## src/rtl/core/lsbx_pkg.sv

```systemverilog
// ----------------------------------------------------------------------------
// lsbx_pkg
// Shared types and constants for the LSB payload extractor: register indexes,
// reset values, result kinds, error codes and the result record.
// ----------------------------------------------------------------------------
`default_nettype none

package lsbx_pkg;

    // default and upper limit of the magic string length
    localparam int MAGIC_CHARS_MAX_DEFAULT = 8;

    // configuration port geometry
    localparam int CFG_INDEX_W = 2;
    localparam int CFG_DATA_W  = 64;

    // register indexes
    localparam logic [CFG_INDEX_W-1:0] REG_HEADER_SKIP  = 2'd0;
    localparam logic [CFG_INDEX_W-1:0] REG_MAGIC_LENGTH = 2'd1;
    localparam logic [CFG_INDEX_W-1:0] REG_MAGIC_CHARS  = 2'd2;
    localparam logic [CFG_INDEX_W-1:0] REG_MAX_EXT_LEN  = 2'd3;

    // register reset values
    localparam logic [7:0] HEADER_SKIP_RESET  = 8'd54;
    localparam logic [3:0] MAGIC_LENGTH_RESET = 4'd2;
    localparam logic [7:0] MAX_EXT_LEN_RESET  = 8'd4;

    // result kinds
    typedef enum logic [1:0] {
        KIND_EXT     = 2'd0,
        KIND_SIZE    = 2'd1,
        KIND_PAYLOAD = 2'd2,
        KIND_ERROR   = 2'd3
    } kind_t;

    // error codes carried in the value field
    localparam logic [31:0] ERR_MAGIC  = 32'd1;
    localparam logic [31:0] ERR_EXTLEN = 32'd2;

    // one result from the parser
    typedef struct packed {
        logic        valid;
        logic [31:0] value;
        kind_t       kind;
        logic        last;
    } res_t;

endpackage

`default_nettype wire

```

## src/rtl/core/lsbx_cfg_regs.sv

```systemverilog
// ----------------------------------------------------------------------------
// lsbx_cfg_regs
// Configuration register file: header skip, magic length, magic characters
// and extension length limit, written through a plain write port.
// ----------------------------------------------------------------------------
`default_nettype none

module lsbx_cfg_regs #(
    parameter int MAGIC_MAX_CHARS = lsbx_pkg::MAGIC_CHARS_MAX_DEFAULT
) (
    input  wire logic                                clk,
    input  wire logic                                rst_n,
    input  wire logic                                cfg_we,
    input  wire logic [lsbx_pkg::CFG_INDEX_W-1:0]    cfg_index,
    input  wire logic [lsbx_pkg::CFG_DATA_W-1:0]     cfg_data,
    output logic [7:0]                               header_skip,
    output logic [3:0]                               magic_length,
    output logic [MAGIC_MAX_CHARS-1:0][7:0]          magic_chars,
    output logic [7:0]                               max_ext_len
);
    import lsbx_pkg::*;

    logic [7:0]                      header_skip_reg;
    logic [3:0]                      magic_length_reg;
    logic [MAGIC_MAX_CHARS-1:0][7:0] magic_chars_reg;
    logic [7:0]                      max_ext_len_reg;

    // register writes
    always_ff @(posedge clk or negedge rst_n)
    begin
        if (!rst_n)
        begin
            header_skip_reg  <= HEADER_SKIP_RESET;
            magic_length_reg <= MAGIC_LENGTH_RESET;
            magic_chars_reg  <= '0;
            max_ext_len_reg  <= MAX_EXT_LEN_RESET;
        end
        else if (cfg_we)
        begin
            unique case (cfg_index)
                REG_HEADER_SKIP:  header_skip_reg  <= cfg_data[7:0];
                REG_MAGIC_LENGTH: magic_length_reg <= cfg_data[3:0];
                REG_MAGIC_CHARS:  magic_chars_reg  <= cfg_data[8*MAGIC_MAX_CHARS-1:0];
                REG_MAX_EXT_LEN:  max_ext_len_reg  <= cfg_data[7:0];
                default:          ;
            endcase
        end
    end

    assign header_skip  = header_skip_reg;
    assign magic_length = magic_length_reg;
    assign magic_chars  = magic_chars_reg;
    assign max_ext_len  = max_ext_len_reg;

endmodule

`default_nettype wire

```

## src/rtl/core/lsbx_parser.sv

```systemverilog
// ----------------------------------------------------------------------------
// lsbx_parser
// Parse state and single-pass next-state logic: header skip, bit gathering,
// magic check, extension length, extension chars, size and payload.
// ----------------------------------------------------------------------------
`default_nettype none

module lsbx_parser #(
    parameter int MAGIC_MAX_CHARS = lsbx_pkg::MAGIC_CHARS_MAX_DEFAULT
) (
    input  wire logic                                clk,
    input  wire logic                                rst_n,
    input  wire logic                                en,
    input  wire logic [7:0]                          pixel_byte,
    input  wire logic                                start_req,
    input  wire logic [7:0]                          header_skip,
    input  wire logic [3:0]                          magic_length,
    input  wire logic [MAGIC_MAX_CHARS-1:0][7:0]     magic_chars,
    input  wire logic [7:0]                          max_ext_len,
    output lsbx_pkg::res_t                           res
);
    import lsbx_pkg::*;

    localparam int MPW = (MAGIC_MAX_CHARS > 1) ? $clog2(MAGIC_MAX_CHARS) : 1;

    typedef enum logic [2:0] {
        PH_HEADER  = 3'd0,
        PH_MAGIC   = 3'd1,
        PH_EXTLEN  = 3'd2,
        PH_EXT     = 3'd3,
        PH_SIZE    = 3'd4,
        PH_PAYLOAD = 3'd5,
        PH_STOP    = 3'd6
    } phase_t;

    phase_t      phase_reg,     phase_next;
    logic [7:0]  skip_reg,      skip_next;
    logic [2:0]  bitc_reg,      bitc_next;
    logic [7:0]  shift_reg,     shift_next;
    logic [31:0] word_reg,      word_next;
    logic [1:0]  bidx_reg,      bidx_next;
    logic [31:0] rem_reg,       rem_next;
    logic [3:0]  mpos_reg,      mpos_next;

    logic [3:0]  mlen;
    logic [7:0]  hb;
    logic [31:0] wsum;
    logic [7:0]  want;
    logic        skipped;

    // magic length saturated to the supported maximum
    assign mlen = (magic_length > 4'(MAGIC_MAX_CHARS)) ? 4'(MAGIC_MAX_CHARS) : magic_length;

    // next state and result for one image byte
    always_comb
    begin
        phase_next = phase_reg;
        skip_next  = skip_reg;
        bitc_next  = bitc_reg;
        shift_next = shift_reg;
        word_next  = word_reg;
        bidx_next  = bidx_reg;
        rem_next   = rem_reg;
        mpos_next  = mpos_reg;
        res        = '0;
        res.kind   = KIND_EXT;
        hb         = '0;
        wsum       = '0;
        want       = '0;
        skipped    = 1'b0;

        if (en)
        begin
            // start of a new image clears parse state
            if (start_req)
            begin
                phase_next = PH_HEADER;
                skip_next  = '0;
                bitc_next  = '0;
                shift_next = '0;
                word_next  = '0;
                bidx_next  = '0;
                rem_next   = '0;
                mpos_next  = '0;
            end

            // header skip
            if (phase_next == PH_HEADER)
            begin
                if (skip_next < header_skip)
                begin
                    skip_next = skip_next + 8'd1;
                    skipped   = 1'b1;
                end
                else
                begin
                    phase_next = PH_MAGIC;
                    mpos_next  = '0;
                    bitc_next  = '0;
                    shift_next = '0;
                end
            end

            if (!skipped && phase_next <= PH_PAYLOAD)
            begin
                // gather the lsb, msb first
                hb = {shift_next[6:0], pixel_byte[0]};
                if (bitc_next != 3'd7)
                begin
                    shift_next = hb;
                    bitc_next  = bitc_next + 3'd1;
                end
                else
                begin
                    bitc_next  = '0;
                    shift_next = '0;

                    // magic done: move to the extension length
                    if (phase_next == PH_MAGIC && mpos_next >= mlen)
                    begin
                        phase_next = PH_EXTLEN;
                        word_next  = '0;
                        bidx_next  = '0;
                    end

                    wsum = word_next | (32'(hb) << {bidx_next, 3'b000});
                    want = magic_chars[mpos_next[MPW-1:0]];

                    unique case (phase_next)
                        PH_MAGIC:
                        begin
                            if (hb != want)
                            begin
                                phase_next = PH_STOP;
                                res.valid  = 1'b1;
                                res.value  = ERR_MAGIC;
                                res.kind   = KIND_ERROR;
                                res.last   = 1'b1;
                            end
                            else
                            begin
                                mpos_next = mpos_next + 4'd1;
                            end
                        end
                        PH_EXTLEN:
                        begin
                            word_next = wsum;
                            if (bidx_next == 2'd3)
                            begin
                                bidx_next = '0;
                                if (wsum > 32'(max_ext_len))
                                begin
                                    phase_next = PH_STOP;
                                    res.valid  = 1'b1;
                                    res.value  = ERR_EXTLEN;
                                    res.kind   = KIND_ERROR;
                                    res.last   = 1'b1;
                                end
                                else
                                begin
                                    rem_next   = wsum;
                                    word_next  = '0;
                                    phase_next = (wsum == '0) ? PH_SIZE : PH_EXT;
                                end
                            end
                            else
                            begin
                                bidx_next = bidx_next + 2'd1;
                            end
                        end
                        PH_EXT:
                        begin
                            rem_next = rem_next - 32'd1;
                            if (rem_next == '0)
                            begin
                                phase_next = PH_SIZE;
                                word_next  = '0;
                                bidx_next  = '0;
                            end
                            res.valid = 1'b1;
                            res.value = 32'(hb);
                            res.kind  = KIND_EXT;
                        end
                        PH_SIZE:
                        begin
                            word_next = wsum;
                            if (bidx_next == 2'd3)
                            begin
                                bidx_next = '0;
                                word_next = '0;
                                res.valid = 1'b1;
                                res.value = wsum;
                                res.kind  = KIND_SIZE;
                                // empty or oversized file ends the image here
                                if (wsum == '0 || wsum[31])
                                begin
                                    phase_next = PH_STOP;
                                    res.last   = 1'b1;
                                end
                                else
                                begin
                                    rem_next   = wsum;
                                    phase_next = PH_PAYLOAD;
                                end
                            end
                            else
                            begin
                                bidx_next = bidx_next + 2'd1;
                            end
                        end
                        PH_PAYLOAD:
                        begin
                            rem_next  = rem_next - 32'd1;
                            res.valid = 1'b1;
                            res.value = 32'(hb);
                            res.kind  = KIND_PAYLOAD;
                            if (rem_next == '0)
                            begin
                                phase_next = PH_STOP;
                                res.last   = 1'b1;
                            end
                        end
                        default:
                        begin
                        end
                    endcase
                end
            end
        end
    end

    // parse state registers
    always_ff @(posedge clk or negedge rst_n)
    begin
        if (!rst_n)
        begin
            phase_reg <= PH_HEADER;
            skip_reg  <= '0;
            bitc_reg  <= '0;
            shift_reg <= '0;
            word_reg  <= '0;
            bidx_reg  <= '0;
            rem_reg   <= '0;
            mpos_reg  <= '0;
        end
        else
        begin
            phase_reg <= phase_next;
            skip_reg  <= skip_next;
            bitc_reg  <= bitc_next;
            shift_reg <= shift_next;
            word_reg  <= word_next;
            bidx_reg  <= bidx_next;
            rem_reg   <= rem_next;
            mpos_reg  <= mpos_next;
        end
    end

endmodule

`default_nettype wire

```

## src/rtl/core/lsb_stego_payload_extractor.sv

```systemverilog
// ----------------------------------------------------------------------------
// lsb_stego_payload_extractor
// An accepted image byte is held in the input register, then parsed into the
// result register by the single-pass parser between the two registers. The
// parser takes one image byte per cycle while the result register is free or
// m_tready is high; a stalled result register holds the byte and drops s_tready.
// Reset: asynchronous; clears parse state and restores register defaults
// (header skip 54, magic length 2, magic chars 0, extension limit 4).
// ----------------------------------------------------------------------------
`default_nettype none

module lsb_stego_payload_extractor #(
    parameter int MAGIC_MAX_CHARS = lsbx_pkg::MAGIC_CHARS_MAX_DEFAULT
) (
    input  wire logic                                clk,
    input  wire logic                                rst_n,
    // image byte stream
    input  wire logic                                s_tvalid,
    output logic                                     s_tready,
    input  wire logic [7:0]                          s_tdata,   // [7:0] pixel_byte
    input  wire logic                                s_tuser,   // [0] start_req
    // result stream
    output logic                                     m_tvalid,
    input  wire logic                                m_tready,
    output logic [31:0]                              m_tdata,   // [31:0] value
    output logic [1:0]                               m_tuser,   // [1:0] kind
    output logic                                     m_tlast,
    // configuration write port
    input  wire logic                                cfg_we,
    input  wire logic [lsbx_pkg::CFG_INDEX_W-1:0]    cfg_index,
    input  wire logic [lsbx_pkg::CFG_DATA_W-1:0]     cfg_data
);
    import lsbx_pkg::*;

    logic [7:0]                      header_skip;
    logic [3:0]                      magic_length;
    logic [MAGIC_MAX_CHARS-1:0][7:0] magic_chars;
    logic [7:0]                      max_ext_len;

    logic        in_valid_reg;
    logic [7:0]  pix_reg;
    logic        start_reg;
    logic        proc_en;
    res_t        res;

    logic        out_valid_reg;
    logic [31:0] out_value_reg;
    kind_t       out_kind_reg;
    logic        out_last_reg;

    // configuration registers
    lsbx_cfg_regs #(
        .MAGIC_MAX_CHARS (MAGIC_MAX_CHARS)
    ) u_cfg (
        .clk          (clk),
        .rst_n        (rst_n),
        .cfg_we       (cfg_we),
        .cfg_index    (cfg_index),
        .cfg_data     (cfg_data),
        .header_skip  (header_skip),
        .magic_length (magic_length),
        .magic_chars  (magic_chars),
        .max_ext_len  (max_ext_len)
    );

    // the held byte is parsed when the result register can take its result
    assign proc_en  = in_valid_reg && (!out_valid_reg || m_tready);
    assign s_tready = !in_valid_reg || proc_en;

    // input register
    always_ff @(posedge clk or negedge rst_n)
    begin
        if (!rst_n)
        begin
            in_valid_reg <= 1'b0;
        end
        else if (s_tready)
        begin
            in_valid_reg <= s_tvalid;
        end
    end

    always_ff @(posedge clk)
    begin
        if (s_tready && s_tvalid)
        begin
            pix_reg   <= s_tdata;
            start_reg <= s_tuser;
        end
    end

    // parser
    lsbx_parser #(
        .MAGIC_MAX_CHARS (MAGIC_MAX_CHARS)
    ) u_parser (
        .clk          (clk),
        .rst_n        (rst_n),
        .en           (proc_en),
        .pixel_byte   (pix_reg),
        .start_req    (start_reg),
        .header_skip  (header_skip),
        .magic_length (magic_length),
        .magic_chars  (magic_chars),
        .max_ext_len  (max_ext_len),
        .res          (res)
    );

    // result register
    always_ff @(posedge clk or negedge rst_n)
    begin
        if (!rst_n)
        begin
            out_valid_reg <= 1'b0;
        end
        else if (proc_en)
        begin
            out_valid_reg <= res.valid;
        end
        else if (m_tready)
        begin
            out_valid_reg <= 1'b0;
        end
    end

    always_ff @(posedge clk)
    begin
        if (proc_en && res.valid)
        begin
            out_value_reg <= res.value;
            out_kind_reg  <= res.kind;
            out_last_reg  <= res.last;
        end
    end

    assign m_tvalid = out_valid_reg;
    assign m_tdata  = out_value_reg;
    assign m_tuser  = out_kind_reg;
    assign m_tlast  = out_last_reg;

endmodule

`default_nettype wire

```

## config.mk

```make
export PLATFORM = sky130hd
export DESIGN_NAME = lsb_stego_payload_extractor
export DESIGN_NICKNAME = d
export VERILOG_FILES = /design/src/rtl/core/lsbx_pkg.sv /design/src/rtl/core/lsbx_cfg_regs.sv /design/src/rtl/core/lsbx_parser.sv /design/src/rtl/core/lsb_stego_payload_extractor.sv
export SDC_FILE = /design/constraint.sdc
export NUM_CORES = 1
export LEC_CHECK = 0
export BUFFER_PORTS_ARGS = -buffer_cell sky130_fd_sc_hd__buf_4
export CORE_MARGIN = 2
export CORE_UTILIZATION = 45
export CTS_CLUSTER_SIZE = 10
export DETAILED_ROUTE_END_ITERATION = 10
export HOLD_SLACK_MARGIN = 0.03
export PLACE_DENSITY_LB_ADDON = 0.08
export SYNTH_ARGS = -nofsm -noshare
export SYNTH_HDL_FRONTEND = slang
export SYNTH_SLANG_ARGS = --single-unit
```

## constraint.sdc

```tcl
create_clock -name clk -period 9 [get_ports clk]
set_input_delay 1.8 -clock clk [delete_from_list [all_inputs] [get_ports clk]]
set_output_delay 1.8 -clock clk [all_outputs]
set_load 0.05 [all_outputs]
```

==> key figures <==
Power and ir drop
  • Clock network power share: 36.9%
  • Max IR drop VDD: 0.0001429 V
  • Power share of the sequential group: around 43%
  • Leak: approximately 6.1 nW
  • Power density cells: 185.3 mW/mm²
  • Combinational share of power: 20.3%
  • Cell Int Power: 1.871 mW
  • Sw Pwr: 784.7 µW
  • Net Sw Frac: 29.55%

CTS
  • Root Driver: clkbuf_16
  • Setup repair bufs after CTS: 0
  • CTS tree: yes
  • Clock Path Buffers: 3
  • Clk sink count: 214
  • Inserted Clock Buffers: 27
  • Worst-Skew Late Latency: 0.54 ns
  • Post-CTS sizing: 0
  • Cts hold-fix bufs: 0
  • H-tree Lvls: 1
  • Clock transition at path regs: 0.05 ns

Logic synthesis
  • Yosys top cell by area: dfrtp_1
  • Mapped Nets: ~1400
  • Post-synthesis register bit count: 214
  • Synth Flop Type: dfrtp_1
  • Sequential fraction of the synthesis area: 44.54%
  • EDFF count, synth: 37
  • Syn Std Cell Area: approximately 0.012 mm²
  • Top-count cell post-synth: dfrtp_1
  • Avg Cell Area, Syn: 9.808 µm²
  • Number of distinct library cells after synthesis: 97
  • Synth Instances: 1270
  • Synth cell count leaders: 171 x dfrtp_1, 125 x nand2_1, 90 x nor2_1, 78 x mux2_2, 70 x o21ai_0
  • Synth top area share: about a third
  • FFs w/ async S/R, synth: 82.71%
  • Yosys synthesis warning count: 0
  • Area contributors post-synth: dfrtp_1 34%, edfxtp_1 8.9%, mux2_2 7.1%, nand2_1 3.8%, o21ai_0 2.8%

STA
  • Slew HR: 27.01%
  • Slew Viols, Final: 0
  • Achievable frequency: ~0.14 GHz
  • Final worst slack: ~1.8 ns
  • Setup-failing EPs final: 0
  • RSZ-0062 raised after global routing: false
  • Final Hold Vio Count: 0
  • Fin Setup TNS: 0 ns
  • Fin crit period: a little over 7 ns
  • Worst-margin pin slew: 1.091 ns
  • Post-route clock period utilization: 79.49%
  • Setup Skew: ~0.011 ns

Global route
  • Met2 Use GR: between 40 and 50%
  • M3 GR Usage: 4.070%
  • GRT Util Overall: between 20% and 30%
  • Gr ovfl total: 0
  • First-pass GRT wire length: 57.65 mm
  • Global routing's busiest layer: met2
  • Vias in the first global route: ~10000
  • Initial antenna violation count: 0
  • Met1 GRT Util: 34.68%
  • Largest net degree at the start of global routing: 67

Critical path
  • Worst path most repeated cell: nor2_1
  • CP bufs+invs: 3
  • Worst-path maximum fanout: 48
  • Data required time of the worst path: between 9 and 10 ns
  • Setup crit end kind: flop
  • Reg2reg start: start_reg
  • FF-to-FF End: m_tdata[27]
  • CP Launch Type: flop
  • Max stage delay cell, worst path: nor2_4
  • Setup Crit Path Kind: reg2reg
  • R2r setup slk: 1.85 ns
  • R2r worst-path depth: 25
  • CP top delay family: compound AO/OA/AOI/OAI gates
  • Arr. time, crit path: 7.31 ns
  • Slowest stage delay, CP: approximately 0.76 ns

Floorplan
  • Placeable Area: approximately 0.027 mm²
  • Starting Density: between 40% and 50%
  • Ports: 117
  • Die height: 170.4 µm
  • Die area: 0.02903 mm²
  • Row count: 60
  • Die X: 170.4 µm

Detailed routing
  • DR vias/cell: 5.992
  • DR pass1 iterations: 5
  • # DRC: 0
  • DRT Wirelength: 36.94 mm
  • Initial drt markers: 803
  • Vias: 10430
  • DR WL/cell: 21.23 µm
  • Antenna Nets Post-Route: 0

Placed design
  • Gpl congestion: 0.9476
  • DP Worst Slack: 2.005 ns
  • DPL Wire Length: approximately 26 mm
  • Buffers on Ports: between 100 and 150

Layout
  • Share of layout cells above drive strength 1: 20.61%
  • # diodes: 0
  • Nets: between 1000 and 1500
  • Fill count: about 2400
  • Largest register FFs: 64
  • Layout overhead on the synthesized area: 15.09%

Hold path
  • Hold Path Sink: u_cfg.magic_chars[30]
  • HP Class: reg2reg
  • Worst Hold Depth: 1
  • Hold Path Origin: u_cfg.magic_chars[30]

Run status
  • Status: finished clean

Job
  • Maxcap violations: 0
cell usage in the layout (no fill, tap or decap), types with 12 or more instances in the layout:
| cell | n |
|---|---|
| dfrtp_1 | 171 |
| buf_4 | 126 |
| nand2_1 | 125 |
| nor2_1 | 88 |
| mux2_2 | 78 |
| o21ai_0 | 70 |
| a21oi_1 | 62 |
| edfxtp_1 | 37 |
| inv_1 | 36 |
| nor3_1 | 34 |
| a22o_1 | 31 |
| nand3_1 | 29 |
| nor2b_1 | 27 |
| clkbuf_16 | 27 |
| a22oi_1 | 26 |
| xnor2_1 | 25 |
| mux2i_1 | 24 |
| and3_1 | 24 |
| ha_1 | 23 |
| and2_1 | 22 |
| nor4_1 | 20 |
| o2bb2ai_1 | 18 |
| o211ai_1 | 17 |
| clkbuf_1 | 14 |
| nand4_1 | 12 |
through the flow:
stage	area [µm²]	power [mW]	cells	hold WS (ns)	util (%)
after floorplan	12460	1.523	1270	0.4577	-
after global routing	14340	2.784	1740	0.5073	52.89
final	14340	2.656	1740	0.4964	52.89
after CTS	14340	2.674	1740	0.4974	52.89
after detailed placement	13540	1.688	1691	0.4791	49.98
after global placement	13540	1.676	1691	0.4782	49.98
layout make-up:
| type | instances | area, µm² | area share (%) |
|---|---|---|---|
| flip-flops and latches | 214 | 5548 | 38.70 |
| multi-input cells | 940 | 6430 | 44.85 |
| well taps | 372 | 465.4 | 3.247 |
| clock inverters | 6 | 35.03 | 0.2444 |
| inverters | 38 | 143.9 | 1.004 |
| repair buffers | 127 | 957.2 | 6.677 |
| clock buffers | 43 | 755.7 | 5.272 |
power by group through the flow:
stage	Combinational [mW]	Clock [mW]	Sequential [mW]
after CTS	0.537	1.00	1.14
after detailed placement	0.535	0	1.15
after floorplan	0.398	0	1.12
after global placement	0.526	0	1.15
after global routing	0.597	1.04	1.15
final	0.538	0.980	1.14
cell families after synthesis:
logic type                 count (synthesis)  share of synthesized area (%)
and+or+nand+nor                          429                          17.20
AOI/OAI and AO/OA                        351                          20.53
DFF                                      214                          44.54
buffers and inverters                    116                          3.918
muxes                                    102                          8.980
xor gates and xnor gates                  35                          2.521
adders and majority gates                 23                          2.310
how the worst max path moves through the flow:
stage	start	endpoint	cells after the start
6_report	start_reg	m_tdata[27]	25
5_1_grt	start_reg	m_tdata[27]	25
4_1_cts	start_reg	m_tdata[27]	25
3_5_place_dp	start_reg	m_tdata[27]	25
3_3_place_gp	start_reg	m_tuser[0]	25
2_1_floorplan	start_reg	m_tdata[0]	35
routing by layer:
layer	part of all wire, %	vias up
li1	-	4869
met1	44	5067
met2	45	402
met3	6.3	88
met4	4.9	0
met5	0	-
Power figures use the tool's default switching activity.
